--- src/rtl/ccpt_pkg.sv ---
// ----------------------------------------------------------------------------
// ccpt_pkg
// Shared types, constants and letter mapping for the cheat code patch table.
// ----------------------------------------------------------------------------
package ccpt_pkg;

  localparam int MAX_ENTRIES = 16;
  localparam int IDX_W       = (MAX_ENTRIES > 1) ? $clog2(MAX_ENTRIES) : 1;
  localparam int CNT_W       = $clog2(MAX_ENTRIES + 1);
  localparam int COUNT_W     = 7;

  localparam int IN_DATA_W   = 96;
  localparam int IN_USER_W   = 2;
  localparam int OUT_DATA_W  = 56;

  localparam logic [15:0] PATCH_BASE = 16'h8000;

  localparam logic [1:0] MODE_READ   = 2'd0;
  localparam logic [1:0] MODE_ADD    = 2'd1;
  localparam logic [1:0] MODE_REMOVE = 2'd2;

  localparam logic [1:0] STAT_OK        = 2'd0;
  localparam logic [1:0] STAT_INVALID   = 2'd1;
  localparam logic [1:0] STAT_FULL      = 2'd2;
  localparam logic [1:0] STAT_NOT_FOUND = 2'd3;

  localparam int LEN_SHORT = 6;
  localparam int LEN_LONG  = 8;

  // One table entry: decoded patch plus the normalized letter nibbles.
  typedef struct packed {
    logic [15:0] addr;
    logic [7:0]  value;
    logic [7:0]  cmp;
    logic        has_cmp;
    logic [31:0] nib;      // nibble i at [4i+3:4i], upper two zero for short codes
    logic        long_code;
  } entry_t;

  // Code alphabet, position gives the nibble: A P Z L G I T Y E O X U K S V N
  localparam logic [7:0] ALPHABET [16] = '{
    8'h41, 8'h50, 8'h5A, 8'h4C, 8'h47, 8'h49, 8'h54, 8'h59,
    8'h45, 8'h4F, 8'h58, 8'h55, 8'h4B, 8'h53, 8'h56, 8'h4E
  };

  // Returns {ok, nibble}; lower case folds to upper case.
  function automatic logic [4:0] letter_nibble(input logic [7:0] raw);
    logic [7:0] c;
    logic [4:0] res;
    c   = raw;
    res = '0;
    if (c inside {[8'h61:8'h7A]}) begin
      c = c - 8'd32;
    end
    for (int i = 15; i >= 0; i--) begin
      if (ALPHABET[i] == c) begin
        res = {1'b1, 4'(i)};
      end
    end
    return res;
  endfunction

endpackage

--- src/rtl/ccpt_cell.sv ---
// ----------------------------------------------------------------------------
// ccpt_cell
// One table slot of the rotating entry ring.
// ----------------------------------------------------------------------------
module ccpt_cell
  import ccpt_pkg::*;
(
  input  logic   clk_i,
  input  logic   shift_i,      // take the neighbor's entry
  input  entry_t next_i,
  input  logic   load_i,       // direct write, used to fill a removal hole
  input  entry_t load_data_i,
  output entry_t entry_o
);

  entry_t entry_q;
  entry_t entry_d;

  always_comb begin
    entry_d = entry_q;
    if (shift_i) begin
      entry_d = next_i;
    end else if (load_i) begin
      entry_d = load_data_i;
    end
  end

  always_ff @(posedge clk_i) begin
    entry_q <= entry_d;
  end

  assign entry_o = entry_q;

endmodule

--- src/rtl/ccpt_decode.sv ---
// ----------------------------------------------------------------------------
// ccpt_decode
// Letter check and unscrambling of a 6 or 8 letter code into a patch entry.
// ----------------------------------------------------------------------------
module ccpt_decode
  import ccpt_pkg::*;
(
  input  logic [3:0]      code_length_i,
  input  logic [7:0][7:0] letters_i,
  output logic            valid_o,
  output entry_t          entry_o
);

  logic [7:0][4:0] lk;
  logic [7:0][3:0] n;
  logic            is_short;
  logic            is_long;
  logic            letters_ok;

  always_comb begin
    for (int i = 0; i < 8; i++) begin
      lk[i] = letter_nibble(letters_i[i]);
    end
    is_short   = (code_length_i == 4'(LEN_SHORT));
    is_long    = (code_length_i == 4'(LEN_LONG));
    letters_ok = lk[0][4] & lk[1][4] & lk[2][4] & lk[3][4] & lk[4][4] & lk[5][4]
               & (!is_long | (lk[6][4] & lk[7][4]));
    valid_o    = (is_short | is_long) & letters_ok;

    for (int i = 0; i < 8; i++) begin
      n[i] = lk[i][3:0];
    end
    // short codes carry no seventh and eighth letter
    if (!is_long) begin
      n[6] = 4'd0;
      n[7] = 4'd0;
    end

    entry_o.addr      = PATCH_BASE | {1'b0, n[3][2:0], n[4][3], n[5][2:0],
                                      n[1][3], n[2][2:0], n[3][3], n[4][2:0]};
    entry_o.value     = {n[0][3], n[1][2:0], (is_long ? n[7][3] : n[5][3]), n[0][2:0]};
    entry_o.cmp       = is_long ? {n[6][3], n[7][2:0], n[5][3], n[6][2:0]} : 8'd0;
    entry_o.has_cmp   = is_long;
    entry_o.nib       = n;
    entry_o.long_code = is_long;
  end

endmodule

--- src/rtl/cheat_code_patch_table_top.sv ---
// ----------------------------------------------------------------------------
// cheat_code_patch_table_top
// Read-patch unit: code table with add, remove and patched ROM reads.
// ----------------------------------------------------------------------------
// The table lives in a ring of MAX_ENTRIES cells that rotates one slot per
// cycle during a scan past a single compare unit at the head. Every transfer
// (read, add or remove) takes one full turn of the ring and then a commit,
// which writes the result into the output register. The next input is taken
// in the cycle after the commit, once the result sits in the output register,
// so a new transfer is accepted only after the previous one has committed;
// a result that is still waiting on the output holds back the commit of the
// following item. Replacement and append are written into the ring as it
// turns; a removal refills its hole from the last entry in the commit cycle.
// Mode travels on s_axis_tuser; no clearing pass is needed after reset.
module cheat_code_patch_table_top
  import ccpt_pkg::*;
(
  input  logic                  clk_i,
  input  logic                  rst_ni,
  input  logic                  s_axis_tvalid,
  output logic                  s_axis_tready,
  // [3:0] code_length, [67:4] letter_0..letter_7 (8 bits each, letter_0 lowest),
  // [83:68] access_addr, [91:84] base_data, [95:92] zero
  input  logic [IN_DATA_W-1:0]  s_axis_tdata,
  // [1:0] mode
  input  logic [IN_USER_W-1:0]  s_axis_tuser,
  output logic                  m_axis_tvalid,
  input  logic                  m_axis_tready,
  // [7:0] read_data, [8] patch_hit, [10:9] status, [26:11] decoded_addr,
  // [34:27] decoded_value, [42:35] decoded_compare, [49:43] entry_count, [55:50] zero
  output logic [OUT_DATA_W-1:0] m_axis_tdata
);

  localparam logic [1:0] S_IDLE = 2'd0;
  localparam logic [1:0] S_SCAN = 2'd1;
  localparam logic [1:0] S_DONE = 2'd2;

  localparam logic [IDX_W-1:0] LAST_STEP = IDX_W'(MAX_ENTRIES - 1);

  logic [1:0]       state_q, state_d;
  logic [IDX_W-1:0] step_q, step_d;
  logic [CNT_W-1:0] cnt_q, cnt_d;
  logic             found_q, found_d;
  logic [IDX_W-1:0] idx_q, idx_d;
  logic [7:0]       val_q, val_d;
  entry_t           held_q, held_d;

  logic [1:0]       q_mode_q;
  logic             q_valid_q;
  entry_t           q_entry_q;
  logic [15:0]      q_addr_q;
  logic [7:0]       q_base_q;

  logic                  m_valid_q, m_valid_d;
  logic [OUT_DATA_W-1:0] m_data_q, m_data_d;

  logic   dec_valid;
  entry_t dec_entry;

  entry_t cell_q [MAX_ENTRIES];
  entry_t head;
  entry_t tail_in;
  logic   accept;
  logic   scanning;
  logic   commit;
  logic   in_range;
  logic   match;
  logic   hit_now;
  logic   repl;
  logic   do_fill;
  logic   table_full;

  ccpt_decode u_decode (
    .code_length_i (s_axis_tdata[3:0]),
    .letters_i     (s_axis_tdata[67:4]),
    .valid_o       (dec_valid),
    .entry_o       (dec_entry)
  );

  assign s_axis_tready = (state_q == S_IDLE);
  assign accept        = s_axis_tvalid & s_axis_tready;
  assign scanning      = (state_q == S_SCAN);
  assign commit        = (state_q == S_DONE) & (!m_valid_q | m_axis_tready);
  assign head          = cell_q[0];
  assign table_full    = (cnt_q == CNT_W'(MAX_ENTRIES));

  // head compare, one original table index per scan step
  always_comb begin
    in_range = ({{(CNT_W-IDX_W){1'b0}}, step_q} < cnt_q);
    case (q_mode_q)
      MODE_READ:   match = q_addr_q[15] & (head.addr == q_addr_q)
                           & (!head.has_cmp | (head.cmp == q_base_q));
      MODE_ADD:    match = q_valid_q & (head.addr == q_entry_q.addr);
      MODE_REMOVE: match = q_valid_q & (head.long_code == q_entry_q.long_code)
                           & (head.nib == q_entry_q.nib);
      default:     match = 1'b0;
    endcase
    hit_now = scanning & in_range & !found_q & match;
    // add: overwrite the matching slot, or append at the first free slot
    repl = scanning & (q_mode_q == MODE_ADD) & q_valid_q
         & (hit_now | (!found_q & ({{(CNT_W-IDX_W){1'b0}}, step_q} == cnt_q)));
    tail_in = repl ? q_entry_q : head;
    do_fill = commit & (q_mode_q == MODE_REMOVE) & q_valid_q & found_q;
  end

  for (genvar gi = 0; gi < MAX_ENTRIES; gi++) begin : g_cell
    entry_t nxt;
    if (gi == MAX_ENTRIES - 1) begin : g_tail
      assign nxt = tail_in;
    end else begin : g_mid
      assign nxt = cell_q[gi+1];
    end
    ccpt_cell u_cell (
      .clk_i       (clk_i),
      .shift_i     (scanning),
      .next_i      (nxt),
      .load_i      (do_fill & (idx_q == IDX_W'(gi))),
      .load_data_i (held_q),
      .entry_o     (cell_q[gi])
    );
  end

  always_comb begin
    state_d   = state_q;
    step_d    = step_q;
    cnt_d     = cnt_q;
    found_d   = found_q;
    idx_d     = idx_q;
    val_d     = val_q;
    held_d    = held_q;
    m_valid_d = m_valid_q & !m_axis_tready;
    m_data_d  = m_data_q;

    case (state_q)
      S_IDLE: begin
        if (accept) begin
          state_d = S_SCAN;
          step_d  = '0;
          found_d = 1'b0;
        end
      end
      S_SCAN: begin
        if (hit_now) begin
          found_d = 1'b1;
          idx_d   = step_q;
          val_d   = head.value;
        end
        // keep the last active entry to refill a removal hole
        if ((cnt_q != '0) && ({{(CNT_W-IDX_W){1'b0}}, step_q} == cnt_q - 1'b1)) begin
          held_d = head;
        end
        if (step_q == LAST_STEP) begin
          state_d = S_DONE;
        end else begin
          step_d = step_q + 1'b1;
        end
      end
      S_DONE: begin
        if (commit) begin
          logic [7:0]  rd;
          logic        hit;
          logic [1:0]  stat;
          logic        show;
          rd   = 8'd0;
          hit  = 1'b0;
          stat = STAT_OK;
          show = 1'b0;
          case (q_mode_q)
            MODE_READ: begin
              hit = found_q;
              rd  = found_q ? val_q : q_base_q;
            end
            MODE_ADD: begin
              if (!q_valid_q) begin
                stat = STAT_INVALID;
              end else begin
                show = 1'b1;
                if (!found_q) begin
                  if (table_full) begin
                    stat = STAT_FULL;
                  end else begin
                    cnt_d = cnt_q + 1'b1;
                  end
                end
              end
            end
            MODE_REMOVE: begin
              if (!q_valid_q) begin
                stat = STAT_INVALID;
              end else if (!found_q) begin
                stat = STAT_NOT_FOUND;
              end else begin
                cnt_d = cnt_q - 1'b1;
              end
            end
            default: stat = STAT_INVALID;
          endcase
          m_data_d = {6'd0, COUNT_W'(cnt_d),
                      show ? q_entry_q.cmp : 8'd0,
                      show ? q_entry_q.value : 8'd0,
                      show ? q_entry_q.addr : 16'd0,
                      stat, hit, rd};
          m_valid_d = 1'b1;
          state_d   = S_IDLE;
        end
      end
      default: state_d = S_IDLE;
    endcase
  end

  always_ff @(posedge clk_i or negedge rst_ni) begin
    if (!rst_ni) begin
      state_q   <= S_IDLE;
      step_q    <= '0;
      cnt_q     <= '0;
      found_q   <= 1'b0;
      m_valid_q <= 1'b0;
    end else begin
      state_q   <= state_d;
      step_q    <= step_d;
      cnt_q     <= cnt_d;
      found_q   <= found_d;
      m_valid_q <= m_valid_d;
    end
  end

  always_ff @(posedge clk_i) begin
    idx_q    <= idx_d;
    val_q    <= val_d;
    held_q   <= held_d;
    m_data_q <= m_data_d;
    if (accept) begin
      q_mode_q  <= s_axis_tuser[1:0];
      q_valid_q <= dec_valid;
      q_entry_q <= dec_entry;
      q_addr_q  <= s_axis_tdata[83:68];
      q_base_q  <= s_axis_tdata[91:84];
    end
  end

  assign m_axis_tvalid = m_valid_q;
  assign m_axis_tdata  = m_data_q;

  a_count_bound: assert property (@(posedge clk_i) disable iff (!rst_ni)
    cnt_q <= CNT_W'(MAX_ENTRIES))
    else $error("entry count above table size");

  a_count_only_on_commit: assert property (@(posedge clk_i) disable iff (!rst_ni)
    !commit |=> $stable(cnt_q))
    else $error("entry count changed outside commit");

  a_result_after_commit: assert property (@(posedge clk_i) disable iff (!rst_ni)
    $rose(m_valid_q) |-> $past(state_q == S_DONE))
    else $error("result raised without a commit");

  a_scan_advances: assert property (@(posedge clk_i) disable iff (!rst_ni)
    (scanning && step_q != LAST_STEP) |=> (scanning && step_q == $past(step_q) + 1'b1))
    else $error("ring scan did not advance");

endmodule
--- config.mk ---
export PLATFORM = sky130hd
export DESIGN_NAME = cheat_code_patch_table_top
export DESIGN_NICKNAME = d
export VERILOG_FILES = /design/src/rtl/ccpt_pkg.sv /design/src/rtl/ccpt_cell.sv /design/src/rtl/ccpt_decode.sv /design/src/rtl/cheat_code_patch_table_top.sv
export SDC_FILE = /design/constraint.sdc
export NUM_CORES = 2
export LEC_CHECK = 0
export BUFFER_PORTS_ARGS = -buffer_cell sky130_fd_sc_hd__buf_2
export CELL_PAD_IN_SITES_DETAIL_PLACEMENT = 0
export CELL_PAD_IN_SITES_GLOBAL_PLACEMENT = 1
export CORE_UTILIZATION = 59
export CTS_BUF_LIST = sky130_fd_sc_hd__clkbuf_4
export DETAILED_ROUTE_END_ITERATION = 10
export HOLD_SLACK_MARGIN = 0.1
export PLACE_DENSITY = 0.95
export SLEW_MARGIN = 20
export SYNTH_ARGS = -nofsm -noshare
export SYNTH_HDL_FRONTEND = slang
export SYNTH_SLANG_ARGS = --single-unit
--- constraint.sdc ---
create_clock -name clk_i -period 16.2 [get_ports clk_i]
set_input_delay 4.86 -clock clk_i [delete_from_list [all_inputs] [get_ports clk_i]]
set_output_delay 4.86 -clock clk_i [all_outputs]
set_load 0.02 [all_outputs]
==> metrics <==
status finished, final reports clean; pin count of the biggest net entering global routing around 250; Pwr per Cell Area around 220 mW/mm^2; simple-gate share of the synthesized area roughly 4.7%; Cells after Synth about 3500; Post-Place Worst Slack a little under 8 ns; Final #Nets ~3800; xor-xnor portion of the synthesized cell area around 1.7%; largest family of logic cells by synthesized area compound AO/OA/AOI/OAI gates; total congestion overflow 0; share of layout cells above drive strength 1 roughly 18%; core area 0.08824 sq mm; WL final about 120000 um; final hold viol count 0; 1st-pass router iterations 6; Worst Hold Class register to register; pins over their slew limit 0; Resize count post-CTS 0; Site Rows between 100 and 150; kind of critical path input port to register; vias roughly 31000; skew final 0.08331 ns; worst path required time 16.88 ns; full die area between 0.09 and 0.1 sq mm; drt drc 0; LEAKAGE about 26 nW; Critical Path Source m_axis_tready; CTS tree yes; Critical Path Start Type input port; fmax about 0.14 GHz; Synth Area in Compound Gates between 10% and 20%; Clock transition at path regs around 0.07 ns; top cell type's share of synthesized area a little under three quarters; HPWL Detailed ~67000 um; hold_sp g_cell[2].u_cell.entry_o[22]; Tmin final just over 7 ns; Distinct cells, synth 72; clock sink count 1264; cell area after synthesis 0.05255 sq mm; DIE WIDTH roughly 300 um; first-pass GRT wire length approximately 180000 um; TritonCTS Buffers around 320; fill count between 5000 and 6000; maximum VDD drop 0.2335 mV; Slew HR 17.73%; Post-synth EDFFs around 1300; Port Buf Inserts between 100 and 150; flops & latches, synth between 1000 and 1500; Starting Density 59.56%; Most used DFF post-synth edfxtp_1; slowest CP cell buf_4; Yosys warnings 0; leading area contributor after synthesis edfxtp_1; Slew @ Worst Pin roughly 1.2 ns; DR WL/cell between 20 and 25 um; reg2reg start g_cell[0].u_cell.entry_o[34]; final setup fails 0; post-synthesis sequential area ratio 72.10%; vias in the first global route between 30000 and 40000; Adder-Cell Fraction of Synth Area less than 1%; Clock Tree Root clkbuf_4; Setup Buffers After CTS 0; Mean Syn Cell Area about 15 sq um; Total GRT Usage a little over a quarter; Synth area leaders edfxtp_1 (71%), a21o_1 (14%), clkbuf_1 (2.1%); die height 300.5 um; Area Overhead vs Synth 10.01%; antenna violations before repair 2; unrepaired setup endpoints after global routing no; ys async rst share under 10%; area occupied by multi-input gates 0.01346 sq mm; post-cts hold buffer count 0; worst-path fanout max 49; Maximum Capacitance Violations 0; crit-path cells buf_2, nand2b_1, nor2b_4, nand3_1, or3_1, o21ai_4, buf_4; Top Ports 160; Starting DRT DRC Count roughly 3900; setup ws final around 9 ns; antenna-violating nets left 0; Vias/cell 6.210; crit path DAT roughly 7.9 ns; H-tree depth 5; GPL Wtd Cong ~0.9; Setup TNS 0 ns; Crit. End Element register; final core area utilization about two thirds; Crit path largest cell delay between 0.9 and 1 ns; proportion of synthesized area in mux cells less than 1%; Clock Latency Late Sink about 1.1 ns; Sequential Area roughly 0.038 sq mm; Final Cycle Share around 44%; clk buf depth 4
## worst max-delay path: cells and delay by family
family | cells | cell delay (ns)
AO/OA/AOI/OAI | 1 | 0.89
buffers and inverters | 2 | 1.02
AND/OR/NAND/NOR | 4 | 1.05
## layout make-up
| type | count | share of cell area [%] |
|---|---|---|
| Antenna cell | 5 | 0.02164 |
| Clock buffer | 450 | 5.843 |
| Clock inverter | 70 | 0.6557 |
| Inverter | 42 | 0.2748 |
| Multi-Input combinational cell | 1875 | 23.29 |
| Sequential cell | 1264 | 65.54 |
| Tap cell | 1165 | 2.521 |
| Timing Repair Buffer | 185 | 1.857 |
## through the flow
stage / hold WS [ns] / area [sq um] / total power, W / instances
final: 0.4613 / 57810 / 0.01246 / 5056
after global routing: 0.4602 / 57810 / 0.01304 / 5055
after CTS: 0.4489 / 57770 / 0.01248 / 5050
after detailed placement: 0.4778 / 54010 / 0.009857 / 4530
after global placement: 0.4794 / 54010 / 0.009660 / 4530
after floorplan: 0.4429 / 52580 / 0.008890 / 3512
## report_power, final
group / total [W] / internal (W) / leakage, nW / switching [W]
logic: 0.00339 / 0.00134 / 10.8 / 0.00204
clock network: 0.00258 / 0.00133 / 2.26 / 0.00124
registers: 0.00649 / 0.00593 / 13.1 / 0.000568
total: 0.0125 / 0.00861 / 26.2 / 0.00385
## cell families (layout without fill, tap and decap cells)
group           Yosys count  count (layout)
compound gates         1260            1260
other cells               1              13
mux                      17              17
buf+inv                 373             747
flops                  1264            1264
xor+xnor                101             101
fa+ha+maj                20              20
simple gates            469             469
## worst paths after layout
check | to | slack [ns] | depth (start not counted)
min | g_cell[1].u_cell.entry_o[22] | 0.46 | 1
min reg2reg | g_cell[1].u_cell.entry_o[22] | 0.46 | 1
min in group asynchronous | cnt_q[1] | 3.67 | 1
max | g_cell[8].u_cell.entry_o[53] | 9.01 | 7
max reg2reg | g_cell[15].u_cell.entry_o[35] | 11.12 | 8
max in group asynchronous | m_axis_tvalid | 12.27 | 1
## sequential cells by signal (all words and copies together) (netlist names)
name and count:
cnt_q 5, found_q 1, g_cell.u_cell.entry_o 1056, held_q 66
idx_q 4, m_axis_tdata 48, m_axis_tvalid 1, q_addr_q 16
q_base_q 8, q_entry_q 42, q_mode_q 2, q_valid_q 1
state_q 2, step_q 4, val_q 8
## Yosys cell counts (5+ instances only)
cell type,n
a22o_1,7
nand2_1,107
mux2_2,6
a31oi_1,13
buf_4,8
nor3_1,23
or2_2,5
xor2_1,29
buf_2,15
edfxtp_1,1251
o221ai_1,7
o22ai_1,11
a21o_1,985
nor2b_1,23
nand2b_1,39
nand3_1,21
a211oi_1,7
dfrtp_1,13
a211o_1,6
xnor2_1,72
o21ai_0,65
nor2_1,71
nor4_1,16
nor3b_1,5
ha_1,19
and3_1,30
and2_1,67
or3_1,6
nand3b_1,15
a221o_1,65
a311oi_1,6
inv_1,41
mux2i_1,11
a21oi_1,50
nand4_1,28
buf_1,9
clkbuf_1,299
## per-layer routing
metal,vias to the layer above,routed length [um],global-route usage [%]
met5,-,0,0
met4,0,4297,11.54
met3,244,11790,5.722
met2,1681,58550,42.94
met1,15601,47840,37.61
li1,13872,-,-
## layout by cell type (no fill, tap or decap), types with 13 or more instances in the layout
cell type,Yosys,routed
buf_4,8,33
a221o_1,65,65
and2_1,67,67
inv_1,41,40
and3_1,30,30
nand4_1,28,28
clkinv_1,0,55
edfxtp_1,1251,1251
nor2b_1,23,21
o21ai_4,0,16
nand2_1,107,107
nor4_1,16,16
o21ai_0,65,49
xnor2_1,72,72
buf_2,15,147
nor3_1,23,22
dfrtp_1,13,13
nand3b_1,15,15
a21o_1,985,985
nand3_1,21,21
nor2_1,71,70
a31oi_1,13,13
a21oi_1,50,50
clkbuf_4,0,450
ha_1,19,19
xor2_1,29,29
nand2b_1,39,38
Note: power is estimated with default switching activity, not from simulation.
